--- config.mk ---
export PLATFORM = sky130hd
export DESIGN_NAME = pse_ram
export DESIGN_NICKNAME = d
export VERILOG_FILES = /design/src/postfix_stack_evaluator_top_macros.svh /design/src/pse_ram.sv
export SDC_FILE = /design/constraint.sdc
export NUM_CORES = 1
export LEC_CHECK = 0
export BUFFER_PORTS_ARGS = -buffer_cell sky130_fd_sc_hd__buf_2
export CORE_ASPECT_RATIO = 1.5
export CORE_MARGIN = 3
export CORE_UTILIZATION = 50
export CTS_BUF_LIST = sky130_fd_sc_hd__clkbuf_16
export DETAILED_ROUTE_END_ITERATION = 12
export GPL_ROUTABILITY_DRIVEN = 0
export PLACE_DENSITY_LB_ADDON = 0.1
export SLEW_MARGIN = 10
export SYNTH_ARGS = -nofsm -noshare
export SYNTH_HDL_FRONTEND = slang
export SYNTH_SLANG_ARGS = --single-unit
--- constraint.sdc ---
create_clock -name i_clk -period 3.7 [get_ports i_clk]
set_clock_uncertainty 0.05 [all_clocks]
set_input_delay 0.185 -clock i_clk [delete_from_list [all_inputs] [get_ports i_clk]]
set_output_delay 0.185 -clock i_clk [all_outputs]
set_load 0.02 [all_outputs]
--- src/postfix_stack_evaluator_top_macros.svh ---
// Assertion macros shared by the postfix stack evaluator RTL.
`ifndef POSTFIX_STACK_EVALUATOR_TOP_MACROS_SVH
`define POSTFIX_STACK_EVALUATOR_TOP_MACROS_SVH

`ifndef NO_ASSERTIONS

// Same-cycle implication, disabled while reset is held.
`define ASSERT_IMPL(label, clk, rst_n, ante, cons) \
    label: assert property (@(posedge clk) disable iff (!rst_n) (ante) |-> (cons)) \
        else $error("assertion failed");

// Next-cycle implication, disabled while reset is held.
`define ASSERT_NEXT(label, clk, rst_n, ante, cons) \
    label: assert property (@(posedge clk) disable iff (!rst_n) (ante) |=> (cons)) \
        else $error("assertion failed");

`else

`define ASSERT_IMPL(label, clk, rst_n, ante, cons)
`define ASSERT_NEXT(label, clk, rst_n, ante, cons)

`endif

`endif

--- src/pse_ram.sv ---
// Generic single-write, single-read RAM with registered read data.
module pse_ram #(
    parameter int WIDTH = 32,
    parameter int DEPTH = 32
) (
    input  logic                     i_clk,
    input  logic                     i_wr_en,
    input  logic [$clog2(DEPTH)-1:0] i_wr_addr,
    input  logic [WIDTH-1:0]         i_wr_data,
    input  logic                     i_rd_en,
    input  logic [$clog2(DEPTH)-1:0] i_rd_addr,
    output logic [WIDTH-1:0]         o_rd_data
);

    logic [WIDTH-1:0] r_mem [DEPTH];
    logic [WIDTH-1:0] r_rd_data;

    always_ff @(posedge i_clk) begin
        if (i_wr_en) begin
            r_mem[i_wr_addr] <= i_wr_data;
        end
        if (i_rd_en) begin
            r_rd_data <= r_mem[i_rd_addr];
        end
    end

    assign o_rd_data = r_rd_data;

endmodule

# Word level (Yosys, flattened, before mapping)
# Memories as Yosys holds them, arrays and structs flattened. A register that Yosys moved wholly into a read port is not among the register bits.
# Index checks and enable logic that the tools add are counted.
[word_totals] regBits=0 ram_bits=1024 in_bits=45 elab_cells=3 mem_count=1
[mem_list] memory="r_mem" depth=32 word_bits=32 read_ports=1 rd_ports_with_merged_regs=1 write_ports=1 line_no="pse_ram.sv:15" text="logic [WIDTH-1:0] r_mem [DEPTH];"
[op_classes] mux=2
[op_table] op="2-to-1 mux 1 bit" count=2

# Longest topological paths before layout
[logic_depth] ltp_word=2 ltp_mapped=8 depth_no_buf=5

# Least setup slack after synthesis
# No wires, ideal clock.
[synth_path] path_type="input to register" startpoint="input i_wr_addr[1]" endpoint="memory r_mem[12][0], enable pin" setup_time_ns=0.421 t_arrival_ns=2.198 setup_slack_ns=1.031 stages=3 path_buffers=1 path_cell_list="or3b_2 > clkbuf_1 > nor2_1"
[synth_lines] item="start: declaration" line_no="pse_ram.sv:8" text="input logic [$clog2(DEPTH)-1:0] i_wr_addr,"
[synth_lines] item="end: declaration" line_no="pse_ram.sv:15"
# No word-level cell before the write port.

# Final worst setup path
[layout_path] startpoint="input i_wr_en" endpoint="memory r_mem[19][17], enable pin"
[layout_via] elab_chain_len=2
[layout_rtl] item="start: declaration" line_no="pse_ram.sv:7" text="input logic i_wr_en,"
[layout_rtl] item="2-to-1 mux 1 bit" line_no="pse_ram.sv:19" text="if (i_wr_en) begin"
[layout_rtl] item="2-to-1 mux 1 bit (not written as such)" line_no="pse_ram.sv:20" text="r_mem[i_wr_addr] <= i_wr_data;"
# No other way between the ends.

==> impl_metrics.env <==
export IMPL_status="finished, final reports clean"
export IMPL_synth_most_common_cell="edfxtp_1"
export IMPL_layout_drive_gt1_share_pct=13.4
export IMPL_grt_met3_usage_pct=2.74
export IMPL_use_met2_pct=42.8
export IMPL_die_area_um2=85100
export IMPL_p_leak_nw=16.1
export IMPL_routed_wl_um=104000
export IMPL_htree_levels=3
export IMPL_finalSetupViolCount=0
export IMPL_dp_hpwl_um=58900
export IMPL_start_util_pct=50.8
export IMPL_avgSynthCellArea_um2=18.1
export IMPL_ys_ff_latch=1056
export IMPL_slew_headroom_pct=25.4
export IMPL_insertion_delay_ns=0.66
export IMPL_p_total_mw=24.5
export IMPL_crit_fanout=12
export IMPL_hold_viol=0
export IMPL_antenna_found_initial=2
export IMPL_final_net_count=2446
export IMPL_die_h_um=356
export IMPL_grt_max_degree=96
export IMPL_fin_cells=3510
export IMPL_synth_seq_area_share_pct=77.7
export IMPL_io_pins=77
export IMPL_grt_overflow=0
export IMPL_peakVddDrop_v=0.000377
export IMPL_post_cts_setup_buffers=0
export IMPL_synth_fp_nets=2305
export IMPL_maxCapViolCount=0
export IMPL_worst_ep_arrival_time_ns=2.26
export IMPL_tightest_slew_ns=1.12
export IMPL_rsz0062_at_grt="false"
export IMPL_synth_warnings=0
export IMPL_dp_slack_ns=1.04
export IMPL_finalCritPeriodShare_pct=53.4
export IMPL_clock_sinks=1056
export IMPL_cts_root_buf="clkbuf_16"
export IMPL_fin_util_pct=57.5
export IMPL_drc=0
export IMPL_cts_tree="done"
export IMPL_syn_to_final_growth_pct=13.3
export IMPL_ff_latch_area_um2=31700
export IMPL_worst_hold_path_type="in -> reg"
export IMPL_synthArstFlopShare_pct=0
export IMPL_pwr_density_cell_nw_per_um2=529
export IMPL_fill_cells=6028
export IMPL_maxSlewViolCount=0
export IMPL_multi_input_comb_area_um2=8610
export IMPL_yosys_top_cells_area="edfxtp_1 (78%), mux2i_1 (13%), a22oi_1 (1.8%)"
export IMPL_met1_usage_pct=30.7
export IMPL_design_area_um2=46300
export IMPL_placed_cell_area_um2=43000
export IMPL_timing_final_crit_period_ns=1.98
export IMPL_grt_pass1_vias=21700
export IMPL_start_kind="input port"
export IMPL_synth_edf_count=1056
export IMPL_placed_cells=3319
export IMPL_grt_most_used_layer="met2"
export IMPL_grt_pass1_wl_um=148000
export IMPL_required_ns=3.98
export IMPL_dr_pass1_iters=5
export IMPL_fmax_mhz=506
export IMPL_core_um2=80400
export IMPL_via_per_inst=5.99
export IMPL_portBuffers=76
export IMPL_clkSlewWorstSetupHoldPaths_ns=0.06
export IMPL_antenna_left=0
export IMPL_rows=127
export IMPL_clock_path_buffers=3
export IMPL_grt_total_usage_pct=24.4
export IMPL_drt_iter0_drc=1760
export IMPL_timing_setup_tns_ns=0
export IMPL_timing_hold_ws_ns=0.0329
export IMPL_netlist_instances=2260
export IMPL_crit_type="in -> reg"
export IMPL_die_w_um=239
export IMPL_worst_slack_ns=1.72
export IMPL_synthTopCellsByCount="edfxtp_1 (1056), mux2i_1 (512), nand2_1 (98), nand3_1 (98)"
export IMPL_cts_made_buffers=96
export IMPL_synth_top_area_share_pct=77.7
export IMPL_yosysTopAreaCell="edfxtp_1"
export IMPL_synth_cell_type_count=24
export IMPL_num_vias=21000
export IMPL_wl_per_cell_um=29.5
export IMPL_synthFlopType="edfxtp_1"
export IMPL_endpoint_kind="flip-flop"
export IMPL_syn_area_um2=40800
-- sequential cells by signal (all words and copies together), names as in the netlist --
| register | count |
|---|---|
| o_rd_data | 32 |
| r_mem | 1024 |
-- what timing repair did --
item | CTS | global route
hold buffers | 16 | 0
endpoints found under the setup margin | 0 | 0
endpoints found under the hold margin | 467 | 0
resized for setup | 0 | 0
-- where the power goes --
group          switching (mW)  leakage [nW]  internal, mW
logic                   0.908          4.97         0.420
registers              0.0553          9.54          13.4
clock network            4.24          1.57          5.50
-- layout make-up --
| cell class | instances | share of cell area [%] |
|---|---|---|
| Multi-Input combinational cell | 1077 | 18.6 |
| Antenna cell | 1 | 0.00541 |
| Sequential cell | 1056 | 68.6 |
| Clock buffer | 100 | 5.41 |
| Timing Repair Buffer | 170 | 3.38 |
| Clock inverter | 74 | 1.24 |
| Tap cell | 1032 | 2.79 |
-- cells by family (layout without fill, tap and decap cells) --
group	after synthesis	in the layout	share of synthesized area, %
other	0	1	0
DFF	1056	1056	77.7
AOI/OAI and AO/OA	288	288	4.81
muxes	512	512	12.6
and+or+nand+nor	277	277	3.08
buffers and inverters	127	344	1.85
-- layout by cell type (no fill, tap or decap), types with 44 or more instances in the layout --
master / netlist / final
clkbuf_16: 0 / 100
a22o_1: 64 / 64
nand2_1: 98 / 97
mux2i_1: 512 / 512
nand3_1: 98 / 98
a21oi_1: 96 / 96
a22oi_1: 96 / 96
edfxtp_1: 1056 / 1056
buf_4: 33 / 44
buf_2: 26 / 75
-- metal layers --
layer | part of all wire, % | vias up
li1 | - | 9288
met1 | 40 | 10900
met2 | 52 | 615
met3 | 4.5 | 173
met4 | 4.0 | 2
met5 | 0.013 | -
-- critical path: stages --
cell,delay [ns]
buf_2,0.11
nand3_1,0.74
nor2_4,0.80
buf_4,0.39
-- worst paths after layout --
path	to	from	cells after the start	slack, ns
worst max-delay path	r_mem[19][17]	i_wr_en	4	1.72
worst min register to register	o_rd_data[23]	r_mem[26][23]	4	0.63
worst min-delay path	r_mem[15][22]	i_wr_data[22]	1	0.03
worst max register to register	o_rd_data[23]	r_mem[1][23]	5	1.95
Note: power is estimated with default switching activity, not from simulation.
