===== src/postfix_stack_evaluator_top_macros.svh =====
// Assertion macros shared by the postfix stack evaluator RTL.
`ifndef POSTFIX_STACK_EVALUATOR_TOP_MACROS_SVH
`define POSTFIX_STACK_EVALUATOR_TOP_MACROS_SVH

`ifndef NO_ASSERTIONS

// Same-cycle implication, disabled while reset is held.
`define ASSERT_IMPL(label, clk, rst_n, ante, cons) \
    label: assert property (@(posedge clk) disable iff (!rst_n) (ante) |-> (cons)) \
        else $error("assertion failed");

// Next-cycle implication, disabled while reset is held.
`define ASSERT_NEXT(label, clk, rst_n, ante, cons) \
    label: assert property (@(posedge clk) disable iff (!rst_n) (ante) |=> (cons)) \
        else $error("assertion failed");

`else

`define ASSERT_IMPL(label, clk, rst_n, ante, cons)
`define ASSERT_NEXT(label, clk, rst_n, ante, cons)

`endif

`endif


===== src/pse_pkg.sv =====
// Shared types, codes and helpers for the postfix stack evaluator.
package pse_pkg;

    localparam int DATA_W  = 32;              // Q16.16 word
    localparam int FRAC_W  = 16;
    localparam int OPC_W   = 3;
    localparam int STAT_W  = 3;
    localparam int DEPTH_W = 6;               // depth field of a result
    localparam int PROD_W  = 2 * DATA_W;      // full product
    localparam int DIV_W   = DATA_W + FRAC_W; // dividend / quotient magnitude
    localparam int WIDE_W  = DIV_W + 1;       // signed wide value before saturation

    localparam logic [DATA_W-1:0] SAT_MAX = {1'b0, {(DATA_W-1){1'b1}}};
    localparam logic [DATA_W-1:0] SAT_MIN = {1'b1, {(DATA_W-1){1'b0}}};

    typedef enum logic [OPC_W-1:0] {
        OPC_PUSH = 3'd0,
        OPC_ADD  = 3'd1,
        OPC_SUB  = 3'd2,
        OPC_MUL  = 3'd3,
        OPC_DIV  = 3'd4,
        OPC_END  = 3'd5
    } t_opcode;

    typedef enum logic [STAT_W-1:0] {
        ST_OK    = 3'd0,
        ST_UNDER = 3'd1,
        ST_DIVZ  = 3'd2,
        ST_OVER  = 3'd3,
        ST_EMPTY = 3'd4
    } t_status;

    typedef enum logic [2:0] {
        S_IDLE,
        S_READ,
        S_EXEC,
        S_FILL,
        S_DONE
    } t_seq_state;

    typedef enum logic [1:0] {
        AL_IDLE,
        AL_MULFIN,
        AL_DIV,
        AL_DIVFIN
    } t_alu_state;

    typedef struct packed {
        logic    start;
        t_opcode op;
    } t_alu_req;

    typedef struct packed {
        logic done;
        logic divz;
    } t_alu_rsp;

    // Clamp a signed wide value into the 32-bit range
    function automatic logic [DATA_W-1:0] sat_q16(input logic signed [WIDE_W-1:0] v);
        logic fits;
        fits = (&v[WIDE_W-1:DATA_W-1]) || !(|v[WIDE_W-1:DATA_W-1]);
        if (fits) begin
            return v[DATA_W-1:0];
        end else if (v[WIDE_W-1]) begin
            return SAT_MIN;
        end else begin
            return SAT_MAX;
        end
    endfunction

endpackage


===== src/pse_alu.sv =====
// Shared Q16.16 arithmetic unit: saturating add/sub, two-step multiply,
// bit-serial restoring divide.
module pse_alu
    import pse_pkg::*;
(
    input  logic                     i_clk,
    input  logic                     i_rst_n,
    input  t_alu_req                 i_req,
    input  logic signed [DATA_W-1:0] i_a,      // top of stack
    input  logic signed [DATA_W-1:0] i_b,      // entry below top
    output t_alu_rsp                 o_rsp,
    output logic [DATA_W-1:0]        o_result
);

    localparam int CNT_W = $clog2(DIV_W);
    localparam logic [CNT_W-1:0] LAST_STEP = CNT_W'(DIV_W - 1);

    t_alu_state r_state, n_state;
    logic       r_done, n_done;
    logic       r_divz, n_divz;

    logic [DATA_W-1:0]        r_res;
    logic signed [PROD_W-1:0] r_prod;
    logic [DATA_W-1:0]        r_rem;
    logic [DIV_W-1:0]         r_dvd;
    logic [DIV_W-1:0]         r_q;
    logic [DATA_W-1:0]        r_dvs;
    logic                     r_neg;
    logic [CNT_W-1:0]         r_cnt;

    logic signed [DATA_W:0]   sum_ext;
    logic [DATA_W-1:0]        a_mag, b_mag;
    logic [WIDE_W-2:0]        prod_sh;
    logic                     prod_rnd;
    logic signed [WIDE_W-1:0] mul_wide;
    logic [DATA_W:0]          rem_sh;
    logic [DATA_W:0]          rem_sub;
    logic                     rem_ge;
    logic [WIDE_W-1:0]        q_ext;
    logic signed [WIDE_W-1:0] div_wide;

    // Operand preparation and single-step arithmetic
    always_comb begin
        if (i_req.op == OPC_SUB) begin
            sum_ext = {i_b[DATA_W-1], i_b} - {i_a[DATA_W-1], i_a};
        end else begin
            sum_ext = {i_b[DATA_W-1], i_b} + {i_a[DATA_W-1], i_a};
        end
        a_mag = i_a[DATA_W-1] ? DATA_W'(-i_a) : i_a;
        b_mag = i_b[DATA_W-1] ? DATA_W'(-i_b) : i_b;

        // product / 2^16, truncated toward zero
        prod_sh  = r_prod[PROD_W-1:FRAC_W];
        prod_rnd = r_prod[PROD_W-1] && (r_prod[FRAC_W-1:0] != '0);
        mul_wide = $signed({prod_sh[WIDE_W-2], prod_sh}) + $signed({{(WIDE_W-1){1'b0}}, prod_rnd});

        // one restoring division step
        rem_sh  = {r_rem, r_dvd[DIV_W-1]};
        rem_ge  = rem_sh >= {1'b0, r_dvs};
        rem_sub = rem_sh - {1'b0, r_dvs};

        q_ext    = {1'b0, r_q};
        div_wide = r_neg ? $signed(-q_ext) : $signed(q_ext);
    end

    // Next state
    always_comb begin
        n_state = r_state;
        n_done  = 1'b0;
        n_divz  = 1'b0;
        case (r_state)
            AL_IDLE: begin
                if (i_req.start) begin
                    case (i_req.op)
                        OPC_ADD, OPC_SUB: n_done = 1'b1;
                        OPC_MUL:          n_state = AL_MULFIN;
                        OPC_DIV: begin
                            if (i_a == '0) begin
                                n_done = 1'b1;
                                n_divz = 1'b1;
                            end else begin
                                n_state = AL_DIV;
                            end
                        end
                        default:          n_done = 1'b1;
                    endcase
                end
            end
            AL_MULFIN: begin
                n_done  = 1'b1;
                n_state = AL_IDLE;
            end
            AL_DIV: begin
                if (r_cnt == '0) begin
                    n_state = AL_DIVFIN;
                end
            end
            AL_DIVFIN: begin
                n_done  = 1'b1;
                n_state = AL_IDLE;
            end
            default: n_state = AL_IDLE;
        endcase
    end

    // Control registers
    always_ff @(posedge i_clk) begin
        if (!i_rst_n) begin
            r_state <= AL_IDLE;
            r_done  <= 1'b0;
            r_divz  <= 1'b0;
        end else begin
            r_state <= n_state;
            r_done  <= n_done;
            r_divz  <= n_divz;
        end
    end

    // Datapath registers
    always_ff @(posedge i_clk) begin
        case (r_state)
            AL_IDLE: begin
                if (i_req.start) begin
                    r_res  <= sat_q16({{(WIDE_W-DATA_W-1){sum_ext[DATA_W]}}, sum_ext});
                    r_prod <= i_b * i_a;
                    r_rem  <= '0;
                    r_dvd  <= {b_mag, {FRAC_W{1'b0}}};
                    r_q    <= '0;
                    r_dvs  <= a_mag;
                    r_neg  <= i_a[DATA_W-1] ^ i_b[DATA_W-1];
                    r_cnt  <= LAST_STEP;
                end
            end
            AL_MULFIN: r_res <= sat_q16(mul_wide);
            AL_DIV: begin
                r_rem <= rem_ge ? rem_sub[DATA_W-1:0] : rem_sh[DATA_W-1:0];
                r_q   <= {r_q[DIV_W-2:0], rem_ge};
                r_dvd <= {r_dvd[DIV_W-2:0], 1'b0};
                r_cnt <= r_cnt - CNT_W'(1);
            end
            AL_DIVFIN: r_res <= sat_q16(div_wide);
            default: r_res <= r_res;
        endcase
    end

    assign o_rsp.done = r_done;
    assign o_rsp.divz = r_divz;
    assign o_result   = r_res;

endmodule


===== config.mk =====
export PLATFORM = sky130hd
export DESIGN_NAME = pse_alu
export DESIGN_NICKNAME = d
export VERILOG_FILES = /design/src/postfix_stack_evaluator_top_macros.svh /design/src/pse_pkg.sv /design/src/pse_alu.sv
export SDC_FILE = /design/constraint.sdc
export NUM_CORES = 2
export LEC_CHECK = 0
export BUFFER_PORTS_ARGS = -buffer_cell sky130_fd_sc_hd__buf_2
export CAP_MARGIN = 15
export CORE_UTILIZATION = 65
export CTS_BUF_LIST = sky130_fd_sc_hd__clkbuf_8
export CTS_CLUSTER_DIAMETER = 150
export DETAILED_ROUTE_END_ITERATION = 10
export PLACE_DENSITY_LB_ADDON = 0.08
export SLEW_MARGIN = 40
export SYNTH_ARGS = -nofsm -noshare
export SYNTH_HDL_FRONTEND = slang
export SYNTH_SLANG_ARGS = --single-unit

===== constraint.sdc =====
create_clock -name i_clk -period 16.8 [get_ports i_clk]
set_input_delay 2.52 -clock i_clk [delete_from_list [all_inputs] [get_ports i_clk]]
set_output_delay 2.52 -clock i_clk [all_outputs]
set_load 0.01 [all_outputs]

After elaboration in Yosys (flattened, before gate mapping)
Cells that the tools add are included.
Widths: inputs -> output; s select.
Word-level totals
  register bits: 267
  bits in latches: 0
  bits in writable memories: 0
  bits in read-only memories: 0
  output and inout port bits: 34
  memories kept: 0
Cells by class
  $add $sub $neg: 8
  multipliers: 1
  div/mod/pow operators: 0
  $lt $le $gt $ge: 1
  equal/unequal tests: 10
  shift operators: 0
  multiplexer cells: 30
  bitwise gates (word level): 1
  reduce and logical (&&, ||, !) cells: 25
Operator list (number)
  $mux 32: 10
  $pmux 48 s2: 2
  $mux 48: 2
  $pmux 32 s3: 1
  $mul 32x32->64: 1
  $neg 32->32: 2
  $pmux 32 s2: 1
  $add 48x2->49: 1
  $mux 49: 1
  $neg 48->49: 1
  $reduce_and 18->1: 2
  $reduce_or 18->1: 2
  $add 32x32->33: 1
  $ge 33x32->1: 1
  $mux 33: 1
  $sub 32x32->33: 1
  $logic_not 32->1: 1
  $sub 32x32->32: 1
  $mux 31: 1
  $reduce_bool 16->1: 1
  $pmux 6 s2: 1
  $reduce_and 2->1: 4
  $reduce_and 4->1: 2
  $eq 3x2->1 const B: 2
  22 further kinds: 33

Longest topological paths before layout
  depth in word-level cells: 8
  depth in mapped cells: 32

Worst setup path after synthesis
No wires, ideal clock.
  path type: input-to-reg
  start point: in i_req[3] in the netlist's numbering
  end point: reg r_cnt[0] (enable)
  arrival time: 10.882 ns
  slack: 5.160 ns
  cell stages on the path: 2
  path buffers: 0
  cells stage by stage: nand2b_1 -> o21ai_0
Between the ends
  longest elaborated chain between the ends: 2
Ends and longest elaborated chain
  from (decl): RTL line pse_alu.sv:8  | input t_alu_req i_req,
  $ne 2x2->1 (no line)
  $reduce_and 2->1 (no line)
  to (signal assigned): RTL line pse_alu.sv:139  | r_cnt <= r_cnt - CNT_W'(1);
  to (decl): RTL line pse_alu.sv:29  | logic [CNT_W-1:0] r_cnt;
No other way between the ends.
A chain may end at the register's enable or synchronous reset.

Worst setup path in the final report
  start point: in i_a[5]
  end point: reg r_prod[60] (data pin)
Between the ends
  longest elaborated chain between the ends: 1
Ends and longest elaborated chain
  from (decl): RTL line pse_alu.sv:9  | input logic signed [DATA_W-1:0] i_a,
  $mul 32x32->64: RTL line pse_alu.sv:125  | r_prod <= i_b * i_a;
  to (signal assigned): RTL line pse_alu.sv:125
  to (decl): RTL line pse_alu.sv:23  | logic signed [PROD_W-1:0] r_prod;
No other way between the ends.

==> reports/metrics.cfg <==
[outcome]
status = complete, but fails checks
violations = design-rule violations

[worst_setup_path]
cpMaxStageDelayCell = fa_1
startpoint_type = input port
required_ns = 17.17
max_stage_delay_ns = 0.81
reg2reg_slack_ns = 11.37
crit_type = in -> reg
worst-path-max-fanout = 38
crit_path_end_kind = register
critPathMostFrequentCell = fa_1
worstPathArrival_ns = 11.43

[placed_design]
hpwl_um = 118000
dp.cells = 6550
place.gp.congestion = 0.952
io_buffers = 103

[yosys]
synthTopCellsByArea = fa_1 41%, edfxtp_1 14%, inv_1 7.3%
synth_area_per_cell_um2 = 9.40
synth_ff_type = edfxtp_1
synthesis.nets = 7055
syn_area_um2 = 53000
synth-edff-count = 247
synth_seq_cells = 251
synth_top_area_frac = 0.409
syn_inst = 5644
yosysWarnings = 0
yosysSeqAreaShare = 0.141
netlist.top_cell.by_area = fa_1
ys_async_sr_fraction = 0
post_synth_num_cell_types = 79

[cells_and_area]
register_area_um2 = 7500
final_common_cell = fa_1
fin_cells = 6645
nNetsFinal = 6950
syn2layout_area_growth_pct = 3.98
final_layout_size_suffix_gt1_frac = 0.0504
n_fill_cell = 6470
final_cell_mix = 1084 x fa_1, 1047 x inv_1, 730 x nand2_1
finish.utilization = 0.683
multi_input_area_um2 = 40500

[clocking]
cts.clk_slew.worst_paths_ns = 0.06
htreeDepth = 2
post_cts.repair.setup_buffers = 0
cts_buffers = 47
cts_num_sinks = 251
cts-root-buf = clkbuf_8
cts_buffer_depth = 3
clk_latency_ns = 0.66
cts_tree = yes
cts-hold-fix-buffers = 0
cts_resized = 0

[grt]
top_usage_layer = met2
grt_max_degree = 101
grt_first_pass_wirelength_um = 245000
met3_usage = 0.105
track_usage = 0.397
grt_pass1_vias = 41800
antenna_found_initial = 10
grt-ovfl-total = 0
use_met2 = 0.612
gr-usage-met1 = 0.523

[sta]
finalHoldViolations = 0
worstMarginPinSlew_ns = 0.907
period_share = 0.658
slew_headroom = 0.396
slew_violations = 0
fmax_ghz = 0.0905
timing.final.crit_period_ns = 11.05
rsz0062_at_grt = no
setup_viol = 0
clock_skew_ns = 0.0392
fin_setup_tns_ns = 0
hold_ws_ns = 0.515

[routing]
vias = 40300
drc = 72
dr.pass1.iters = 9
ant_nets = 0
wl_per_cell_um = 23.7
drt_wl_total_um = 158000
avgViaCountPerCell = 6.07
drt_iter0_markers = 3910

[floorplanning]
initial_core_util = 0.657
die_w_um = 288
die_y_um = 288
die-area_um2 = 82700
top_level_ports = 104
core_area_um2 = 80700
row_count = 104

[hold_path]
holdCritPathClass = reg -> reg

[job]
max_cap_viol_count = 0

[layout make-up]
cell class                      count  area share
Multi-Input combinational cell   4029       0.734
Sequential cell                   251       0.136
Inverter                         1037      0.0706
Tap cell                         1060      0.0241
Timing Repair Buffer              173      0.0195
Clock buffer                       47      0.0117
Clock inverter                     37     0.00370
Antenna cell                       11    0.000499
[flip-flops by register name, summed over array words and instances (netlist names)]
register  cells
r_neg         1
r_done        1
r_dvs        32
r_divz        1
o_result     32
r_dvd        32
r_state       2
r_rem        32
r_q          48
r_cnt         6
r_prod       64
[layer usage]
layer | wire length [um] | vias to the layer above
li1 | - | 17300
met1 | 58400 | 20400
met2 | 71300 | 2203
met3 | 18500 | 488
met4 | 9310 | 0
met5 | 0 | -
[cell families after synthesis]
kind of cell / after synthesis / share of synthesized area
multiplexers: 14 / 0.00278
XOR/XNOR: 283 / 0.0467
AND/OR/NAND/NOR: 1785 / 0.169
buffers and inverters: 1364 / 0.0970
flip-flops: 251 / 0.141
adder cells (fa/ha/maj): 1341 / 0.470
AO/OA/AOI/OAI: 606 / 0.0736
[metrics by stage]
stage / instance area [um^2] / worst slack (ns)
floorplan: 53000 / 5.16
global placement: 54200 / 5.23
detailed placement: 54300 / 5.21
CTS: 55100 / 5.85
global route: 55100 / 5.33
finish: 55100 / 5.75
[worst paths after layout]
| check | from | end | depth (start not counted) |
|---|---|---|---|
| max | i_a[5] | r_prod[60] | 30 |
| min reg2reg | r_dvd[22] | r_dvd[23] | 2 |
| max reg2reg | r_q[30] | o_result[10] | 13 |
| min | r_dvd[22] | r_dvd[23] | 2 |
[synth_stat cells (4+ instances only)]
cell,count
xnor2_1,138
a21oi_1,175
buf_2,6
nand4_1,31
o31a_1,5
or4_1,32
o21a_1,22
o2111ai_1,6
nand4b_1,5
a221oi_1,4
dfxtp_1,4
nor3_1,43
nor4_1,25
mux2i_1,8
or2_2,14
nand2b_1,33
and3_1,29
and2_1,538
a21o_1,66
nor3b_1,7
o41ai_1,18
edfxtp_1,247
a211o_1,9
a31oi_1,17
o211ai_1,10
and4_1,9
nand3b_1,5
mux2_2,6
ha_1,257
o22ai_1,18
nor2_1,169
inv_1,1036
fa_1,1084
or3_1,39
o21ai_0,125
nand3_1,43
nand2_1,730
xor2_1,145
o31ai_1,36
a211oi_1,30
nor2b_1,20
clkbuf_1,284
o21bai_1,18
a31o_2,8
buf_1,34
[critical path: cells and delay by family]
kind	cells	cell delay, ns
buffers and inverters	9	1.72
xor gates and xnor gates	1	0.07
and+or+nand+nor	1	0.24
adders and majority gates	9	4.63
AOI/OAI and AO/OA	10	2.20
Power is not shown: default switching activity piles up to over one toggle a cycle in this logic, so the estimate is an artifact.
